[config.mk]
export PLATFORM = sky130hd
export DESIGN_NAME = cewh_lane
export DESIGN_NICKNAME = d
export VERILOG_FILES = /design/src/rtl/cewh_pkg.sv /design/src/rtl/cewh_lane.sv
export SDC_FILE = /design/constraint.sdc
export NUM_CORES = 1
export LEC_CHECK = 0
export BUFFER_PORTS_ARGS = -buffer_cell sky130_fd_sc_hd__buf_2
export CAP_MARGIN = 5
export CORE_MARGIN = 3
export CORE_UTILIZATION = 40
export DETAILED_ROUTE_END_ITERATION = 10
export PLACE_DENSITY = 0.59
export SYNTH_ARGS = -nofsm -noshare
export SYNTH_HDL_FRONTEND = slang
export SYNTH_SLANG_ARGS = --single-unit
[constraint.sdc]
create_clock -name clk -period 7.6 [get_ports clk]
set_input_delay 1.52 -clock clk [delete_from_list [all_inputs] [get_ports clk]]
set_output_delay 1.52 -clock clk [all_outputs]
set_load 0.05 [all_outputs]
[src/rtl/cewh_pkg.sv]
// ----------------------------------------------------------------------------
// cewh_pkg
// Shared types and constants for the coincidence energy window histogrammer.
// ----------------------------------------------------------------------------
package cewh_pkg;

  localparam int unsigned BINS        = 8192;
  localparam int unsigned COUNT_WIDTH = 32;
  localparam int unsigned BIN_W       = $clog2(BINS);
  localparam int unsigned ADDR_W      = BIN_W + 2;
  localparam int unsigned DEPTH       = 4 * BINS;
  localparam int unsigned CFG_W       = 48;
  localparam int unsigned E_W         = 36;
  localparam int unsigned LANES       = 3;

  localparam logic [COUNT_WIDTH-1:0] CNT_MAX = {COUNT_WIDTH{1'b1}};

  typedef enum logic [2:0] {
    REG_CAL0   = 3'd0,
    REG_CAL1   = 3'd1,
    REG_CAL2   = 3'd2,
    REG_CENTER = 3'd3,
    REG_WIDTH  = 3'd4,
    REG_NSUM   = 3'd5
  } reg_idx_t;

  typedef struct packed {
    logic         mode;
    logic [63:0]  time_a;
    logic [63:0]  time_b;
    logic [63:0]  time_c;
    logic [63:0]  time_d;
    logic [15:0]  charge_a;
    logic [15:0]  charge_b;
    logic [15:0]  charge_c;
    logic [15:0]  charge_d;
    logic [1:0]   read_channel;
    logic [12:0]  read_bin;
  } in_item_t;

  typedef struct packed {
    logic [3:0]         advance_mask;
    logic               coincident;
    logic               in_window;
    logic               not_calibrated;
    logic signed [35:0] energy_total;
    logic [15:0]        tac_max;
    logic [31:0]        bin_count;
  } out_item_t;

  function automatic logic [BIN_W-1:0] bin_of(input logic [15:0] q);
    logic [16+BIN_W-1:0] p;
    p = {{BIN_W{1'b0}}, q} * (16+BIN_W)'(BINS);
    return p[16+BIN_W-1:16];
  endfunction

endpackage

[src/rtl/cewh_lane.sv]
// ----------------------------------------------------------------------------
// cewh_lane
// One calibration lane: registered gain*charge product, then offset add.
// ----------------------------------------------------------------------------
module cewh_lane (
  input  logic                     clk,
  input  logic                     en,
  input  logic [cewh_pkg::CFG_W-1:0] cal,
  input  logic [15:0]              charge,
  input  logic                     use_lane,
  output logic signed [cewh_pkg::E_W-1:0] energy
);
  import cewh_pkg::*;
  logic [39:0]        prod;
  logic signed [23:0] offs;
  logic               use_q;

  // Stage 1 registers the product; stage 2 adds the offset.
  always_ff @(posedge clk) begin
    if (en) begin
      prod  <= 40'(cal[47:24]) * 40'(charge);
      offs  <= cal[23:0];
      use_q <= use_lane;
    end
  end

  always_comb begin
    if (use_q) energy = E_W'($signed({1'b0, prod[39:8]})) + E_W'(offs);
    else       energy = '0;
  end
endmodule
# Word-level counts from Yosys, hierarchy flattened
# Cells that the tools add are included.
[totals]
latchBits = 0
out_inout_bits = 36
mem_count = 0
romBits = 0
reg_bits = 65
word_cells = 6
inputBits = 67
ramBits = 0
[classes]
n_eq_ne = 0
muxes = 1
shift = 0
bitwise = 0
div = 0
reduce_logical = 0
n_lt_le_gt_ge = 0
mul = 1
n_addsub = 1
[ops]
columns = ["op", "count"]
rows = [
  ["$mul 24x16->40", 1],
  ["$mux 36", 1],
  ["$add 33x24->34", 1],
]

# Logic depth before layout (Yosys ltp)
# Gate-level depths: netlist of the first run.
[depth]
word_depth = 2
depth_mapped = 24
depth_no_buf = 23

# Worst setup path before layout of the first run
# OpenSTA, ideal clock, no wires.
[synth_timing]
path_kind = "input -> register"
from = "input port cal[35] (netlist name)"
to = "register prod[27], data pin"
arrival_time_ps = 6848
cell_stages = 21
slack_ps = 489
path_buffers = 1
required_time_ps = 7337
setup_ps = 263
path_cell_list = "clkbuf_1 -> nand2_1 -> fa_1 -> fa_1 -> fa_1 -> inv_1 -> fa_1 -> fa_1 -> inv_1 -> fa_1 -> inv_1 -> ha_1 -> nand2_1 -> nor2_1 -> a211oi_1 -> o21ai_4 -> a41oi_4 -> o311ai_4 -> a221oi_2 -> o21ba_1 -> xnor2_1"
[synth_via]
elab_chain_len = 1
[synth_lines]
columns = ["element", "line", "rtl"]
rows = [
  ["start, declared", "cewh_lane.sv:8", "input logic [cewh_pkg::CFG_W-1:0] cal,"],
  ["$mul 24x16->40", "cewh_lane.sv:21", "prod <= 40'(cal[47:24]) * 40'(charge);"],
  ["end signal, assigned", "cewh_lane.sv:21", ""],
  ["end, declared", "cewh_lane.sv:14", "logic [39:0] prod;"],
]
# No other way between the ends.
# A chain may end at the register's enable or synchronous reset.

# Worst setup path after layout of the first run
[layout_timing]
from = "input port charge[8]"
to = "register prod[36], data pin"
[layout_via]
elab_chain_len = 1
[layout_lines]
columns = ["element", "line", "rtl"]
rows = [
  ["start, declared", "cewh_lane.sv:9", "input logic [15:0] charge,"],
  ["$mul 24x16->40", "cewh_lane.sv:21", ""],
]
# No other way between the ends.

==> results.toml, run 1 <==
[global_routing]
grt_max_degree = 58
track_usage_pct = 20.04
wire_length_of_the_first_global_routing_pass_microns = 66160
grt_overflow = 0
number_of_antenna_violations_at_the_first_check_in_global_routing = 0
first_global_vias = 12530

[floorplanning]
rows = 71
floorplan.io_pins = 103
starting_density_pct = 41.04
die_h_microns = 203.5
floorplan.die.width_microns = 203.5
placeableCoreArea_sq_mm = 0.03802
die_area_sq_mm = 0.04142

[detailed_routing]
drt-total-wl_microns = 39960
drt.antenna.violating_nets = 0
vias = 11400
detailedRoute.firstPassIterationCount = 5
vias_per_inst = 4.962
drt_iter0_markers = 594
wl_per_cell_microns = 17.39
drc = 0

[sta]
fmaxAchievable_mhz = 139.2
hold_violations = 0
period_share_pct = 94.50
finalCriticalPeriod_ns = 7.182
grt_setup_unrepaired = "no"
timing_worst_slew_pin_value_ns = 0.9036
totalNegativeSetupSlack_ns = 0
final_number_of_max_transition_violations = 0
setup_viol = 0
timing.slew.headroom_pct = 39.76

[worst_hold_path]
worst_hold_path_type = "in2reg"

[finish]
antenna_cells = 0
area.growth.synth_to_final_pct = 9.862
final-instance-count-excl-fill = 2298
post_route_cells_drive_above_1_share_pct = 10.30
nNetsFinal = 2297

[outcome]
outcome = "finished clean"

[clocking]
cts_post_setup_buffers_inserted = 0
post_cts_resize_count = 0
cts_buffer_depth = 2
tritoncts.num_buffers = 9
numClockSinks = 57
cts_hold_repair.buffers = 0
cts_tree = "yes"
ctsRootBufferMaster = "clkbuf_16"
htree_levels = 3
worst_setup_hold_path_clk_slew_ns = 0.05

[logic_synthesis]
ys_top_cells_by_area = "fa_1, ha_1, edfxtp_1"
synth_edf_count = 57
synthFlopType = "edfxtp_1"
synth.yosys.seq_area_share_pct = 10.97
synthArstFlopShare_pct = 0
synthTopCellsByCount = "inv_1, fa_1, nand2_1, and2_1, ha_1"
mappedNetlistNets = 2206
synth_top_area_share_pct = 39.26
syn-mean-instance-area_sq_um = 9.228
mappedNetlistArea_sq_mm = 0.01560
synthesis.yosys.warnings = 0
yosysMostFrequentCell = "inv_1"
flip_flop_and_latch_count_after_synthesis = 57
synth_top_cell_by_area = "fa_1"
synth_cell_types = 58
netlist_instances = 1691

[place]
placedCellCount = 2282
place.port_buffers = 102
hpwlAfterDp_microns = 33360
globalplace.congestion = 0.8758

[setup_path]
worst_path_max_delay_cell = "fa_1"
critPathCaptureType = "flip-flop"
critPathMaxStageDelay_ns = 0.58
timing.critical_path.max_delay_family = "adder cells"
worst-endpoint-arrival_ns = 7.24
timing.critical_path.cells = "buf_2, buf_4, nand2_1, fa_1, fa_1, inv_1, fa_1, fa_1, fa_1, inv_1, fa_1, inv_1, ha_1, a21oi_1, o21bai_1, a21oi_1, nand2_1, a211oi_1, o21ai_0, a31oi_1, a21oi_1"
startpoint_kind_of_the_worst_setup_timing_path = "input pin"
critical_path_class = "in2reg"
critical_path_buf_inv_count = 5
critical_path_data_required_time_ns = 7.66
crit_path_frequent_cell = "fa_1"
worstPathMaxFanout = 16

[job]
max-cap-violations = 0
==> flip-flops by register name, indices dropped and copies added (netlist names) <==
register,cells
prod,32
offs,24
use_q,1
==> metrics by stage <==
| stage | area (sq um) | setup slack (ns) | util, % | hold slack [ns] |
|---|---|---|---|---|
| after global routing | 17140 | 0.05960 | 45.09 | 1.355 |
| after detailed placement | 16860 | 0.07454 | 44.34 | 1.698 |
| after floorplan | 15610 | 0.4894 | - | 1.619 |
| after global placement | 16860 | 0.1966 | 44.34 | 1.700 |
| after CTS | 17140 | 0.4258 | 45.09 | 1.354 |
| final | 17140 | 0.4180 | 45.09 | 1.368 |
==> worst paths after layout <==
check | from | endpoint | slack (ns) | cells past startpoint
min | cal[15] | offs[15]$_DFFE_PP_ | 1.37 | 1
max | charge[8] | prod[36]$_DFFE_PP_ | 0.42 | 21
==> layer usage <==
layer | global-route usage (%) | vias up | wire length [microns]
li1 | - | 5361 | -
met1 | 28.53 | 5704 | 18510
met2 | 32.74 | 307 | 18380
met3 | 3.400 | 31 | 2589
met4 | 3.687 | 0 | 489
met5 | 0 | - | 0
==> layout by cell type, fill, tap and decap left out, types with 23 or more instances in the layout <==
cell	n
edfxtp_1	57
nand2_1	241
buf_4	47
nor2_1	23
a21o_1	25
a21oi_1	63
fa_1	306
xnor2_1	47
ha_1	142
inv_1	354
buf_2	102
and2_1	200
==> final cells by class <==
type                            instances  area, sq um
Clock buffer                            9        225.2
Clock inverter                          7        61.31
Fill cell                            3764        20880
Inverter                              354         1329
Multi-Input combinational cell       1210        12290
Sequential cell                        57         1712
Tap cell                              511        639.4
Timing Repair Buffer                  150        883.3
==> cell families (layout without fill, tap and decap cells) <==
logic type | Yosys count | after routing | share of synthesized area, %
and+or+nand+nor | 518 | 518 | 16.39
adders and majority gates | 448 | 448 | 50.64
buffers and inverters | 424 | 520 | 10.25
AOI/OAI and AO/OA | 183 | 183 | 8.323
xor gates and xnor gates | 60 | 60 | 3.368
DFF | 57 | 57 | 10.97
muxes | 1 | 1 | 0.06415
Power of run 1 is not shown: default switching activity piles up to over one toggle a cycle in this logic, so the estimate is an artifact.
==> run 2: changes to the inputs <==
CORE_MARGIN = 8   (was 3)
MAX_ROUTING_LAYER = met4   (was unset)
==> results.toml, run 2 (same netlist as run 1, synthesis figures left out) <==
[detailed_routing]
drt_iter0_markers = 690
vias = 11380
drt.antenna.violating_nets = 0
wl_per_cell_microns = 17.31
route.met2.wl_microns = 18280
detailroute.wirelength.met3_microns = 2494
drt-total-wl_microns = 39720
detail_route.wirelength.met1_microns = 18380
detailedRoute.firstPassIterationCount = 5
top_layer = "met4"
drc = 0
vias_per_inst = 4.962

[job]
max-cap-violations = 0

[setup_path]
worst_path_max_delay_cell = "fa_1"
timing.critical_path.cells = "buf_2, buf_4, nand2_1, fa_1, inv_1, fa_1, fa_1, fa_1, fa_1, inv_1, fa_1, inv_1, ha_1, a21oi_1, o21ai_0, a21oi_1, nand2b_1, o311ai_2, a31oi_1, o21bai_1, xnor2_1"
critical_path_class = "in2reg"
worst-endpoint-arrival_ns = 7.21
crit_start = "charge[10]"
critPathCaptureType = "flip-flop"
critPathMaxStageDelay_ns = 0.57
startpoint_kind_of_the_worst_setup_timing_path = "input pin"
timing.critical_path.max_delay_family = "adder cells"
crit_path_frequent_cell = "fa_1"
critical_path_data_required_time_ns = 7.68
critical_path_buf_inv_count = 5
worstPathMaxFanout = 13

[floorplanning]
die_h_microns = 213.5
floorplan.die.width_microns = 213.5
starting_density_pct = 40.47
rows = 72
floorplan.io_pins = 103
die_area_sq_mm = 0.04559
placeableCoreArea_sq_mm = 0.03856

[clocking]
numClockSinks = 57
ctsRootBufferMaster = "clkbuf_16"
tritoncts.num_buffers = 9
cts_buffer_depth = 2
cts_post_setup_buffers_inserted = 0
cts_tree = "yes"
worst_setup_hold_path_clk_slew_ns = 0.05
htree_levels = 3

[sta]
timing_worst_slew_pin_value_ns = 0.9208
totalNegativeSetupSlack_ns = 0
grt_setup_unrepaired = "no"
fmaxAchievable_mhz = 140.2
finalCriticalPeriod_ns = 7.130
period_share_pct = 93.82
hold_violations = 0
setup_viol = 0
holdWs_ns = 1.360
timing.slew.headroom_pct = 38.61
postLayoutSetupSlackWorst_ns = 0.4698
final_number_of_max_transition_violations = 0

[worst_hold_path]
holdPathStages = 1
hold_path_end = "offs[12]$_DFFE_PP_"
worst_hold_path_type = "in2reg"
hold_path.startpoint = "cal[12]"

[global_routing]
grt_max_degree = 58
grt_overflow = 0
track_usage_pct = 18.75
first_global_vias = 12430
number_of_antenna_violations_at_the_first_check_in_global_routing = 1
wire_length_of_the_first_global_routing_pass_microns = 65790

[place]
hpwlAfterDp_microns = 32780
globalplace.congestion = 0.8763
place.port_buffers = 102
preCtsSetupSlack_ns = 0.01037

[finish]
largest_register_ff_count = 32
final_common_cell = "inv_1"
post_route_cells_drive_above_1_share_pct = 9.808
top_regs = "prod (32), offs (24), use_q (1)"
regMostFlops = "prod"
nFillCells = 3850
nNetsFinal = 2284
area.growth.synth_to_final_pct = 9.982
layout.cells.most_common_list = "inv_1, fa_1, nand2_1, and2_1, ha_1"

[outcome]
outcome = "finished clean"
==> run 2: changes by cell type in the layout (fill, tap and decap cells not counted), sizes merged <==
| cell | previous run | this run |
|---|---|---|
| clkinvlp | 2 | 1 |
| clkinv | 4 | 3 |
| buf | 150 | 137 |
| bufinv | 1 | 3 |
| diode | 0 | 2 |
==> run 2: final cells by class <==
cell class	instances	area (sq um)	share of cell area, %
multi-input cells	1210	12300	71.68
well taps	518	648.1	3.776
flip-flops and latches	57	1712	9.973
clock inverters	7	118.9	0.6926
diodes	2	5.005	0.02916
inverters	354	1329	7.742
clock buffers	9	225.2	1.312
repair buffers	137	823.3	4.797
==> run 2: what timing repair did <==
item                                    in CTS  in global routing
endpoints found under the setup margin       0                  1
hold buffers                                 0                  0
resized for setup                            0                  1
hold endpoints to repair                     0                  0
==> run 2: routing by layer <==
metal,GRT usage [%],up-vias
met5,-,-
met2,30.00,272
met3,3.186,44
met1,24.84,5729
met4,4.183,0
li1,-,5337
==> run 2: worst max-delay path by stage <==
stage	endpoint	cells past startpoint	slack, ns
2_1_floorplan	prod[27]$_DFFE_PP_	21	0.49
3_5_place_dp	prod[39]$_DFFE_PP_	23	0.01
5_1_grt	prod[39]$_DFFE_PP_	21	0.1
3_3_place_gp	prod[38]$_DFFE_PP_	22	0.15
4_1_cts	prod[39]$_DFFE_PP_	23	0.37
6_report	prod[39]$_DFFE_PP_	21	0.47
==> run 2: stage by stage <==
step / area (sq um) / utilization [%] / cells
5_1_grt: 17160 / 44.51 / 2293
2_1_floorplan: 15610 / - / 1691
3_3_place_gp: 16810 / 43.59 / 2276
3_5_place_dp: 16810 / 43.59 / 2276
6_report: 17160 / 44.51 / 2294
4_1_cts: 17150 / 44.48 / 2292
Power of run 2 is left out for the same reason.
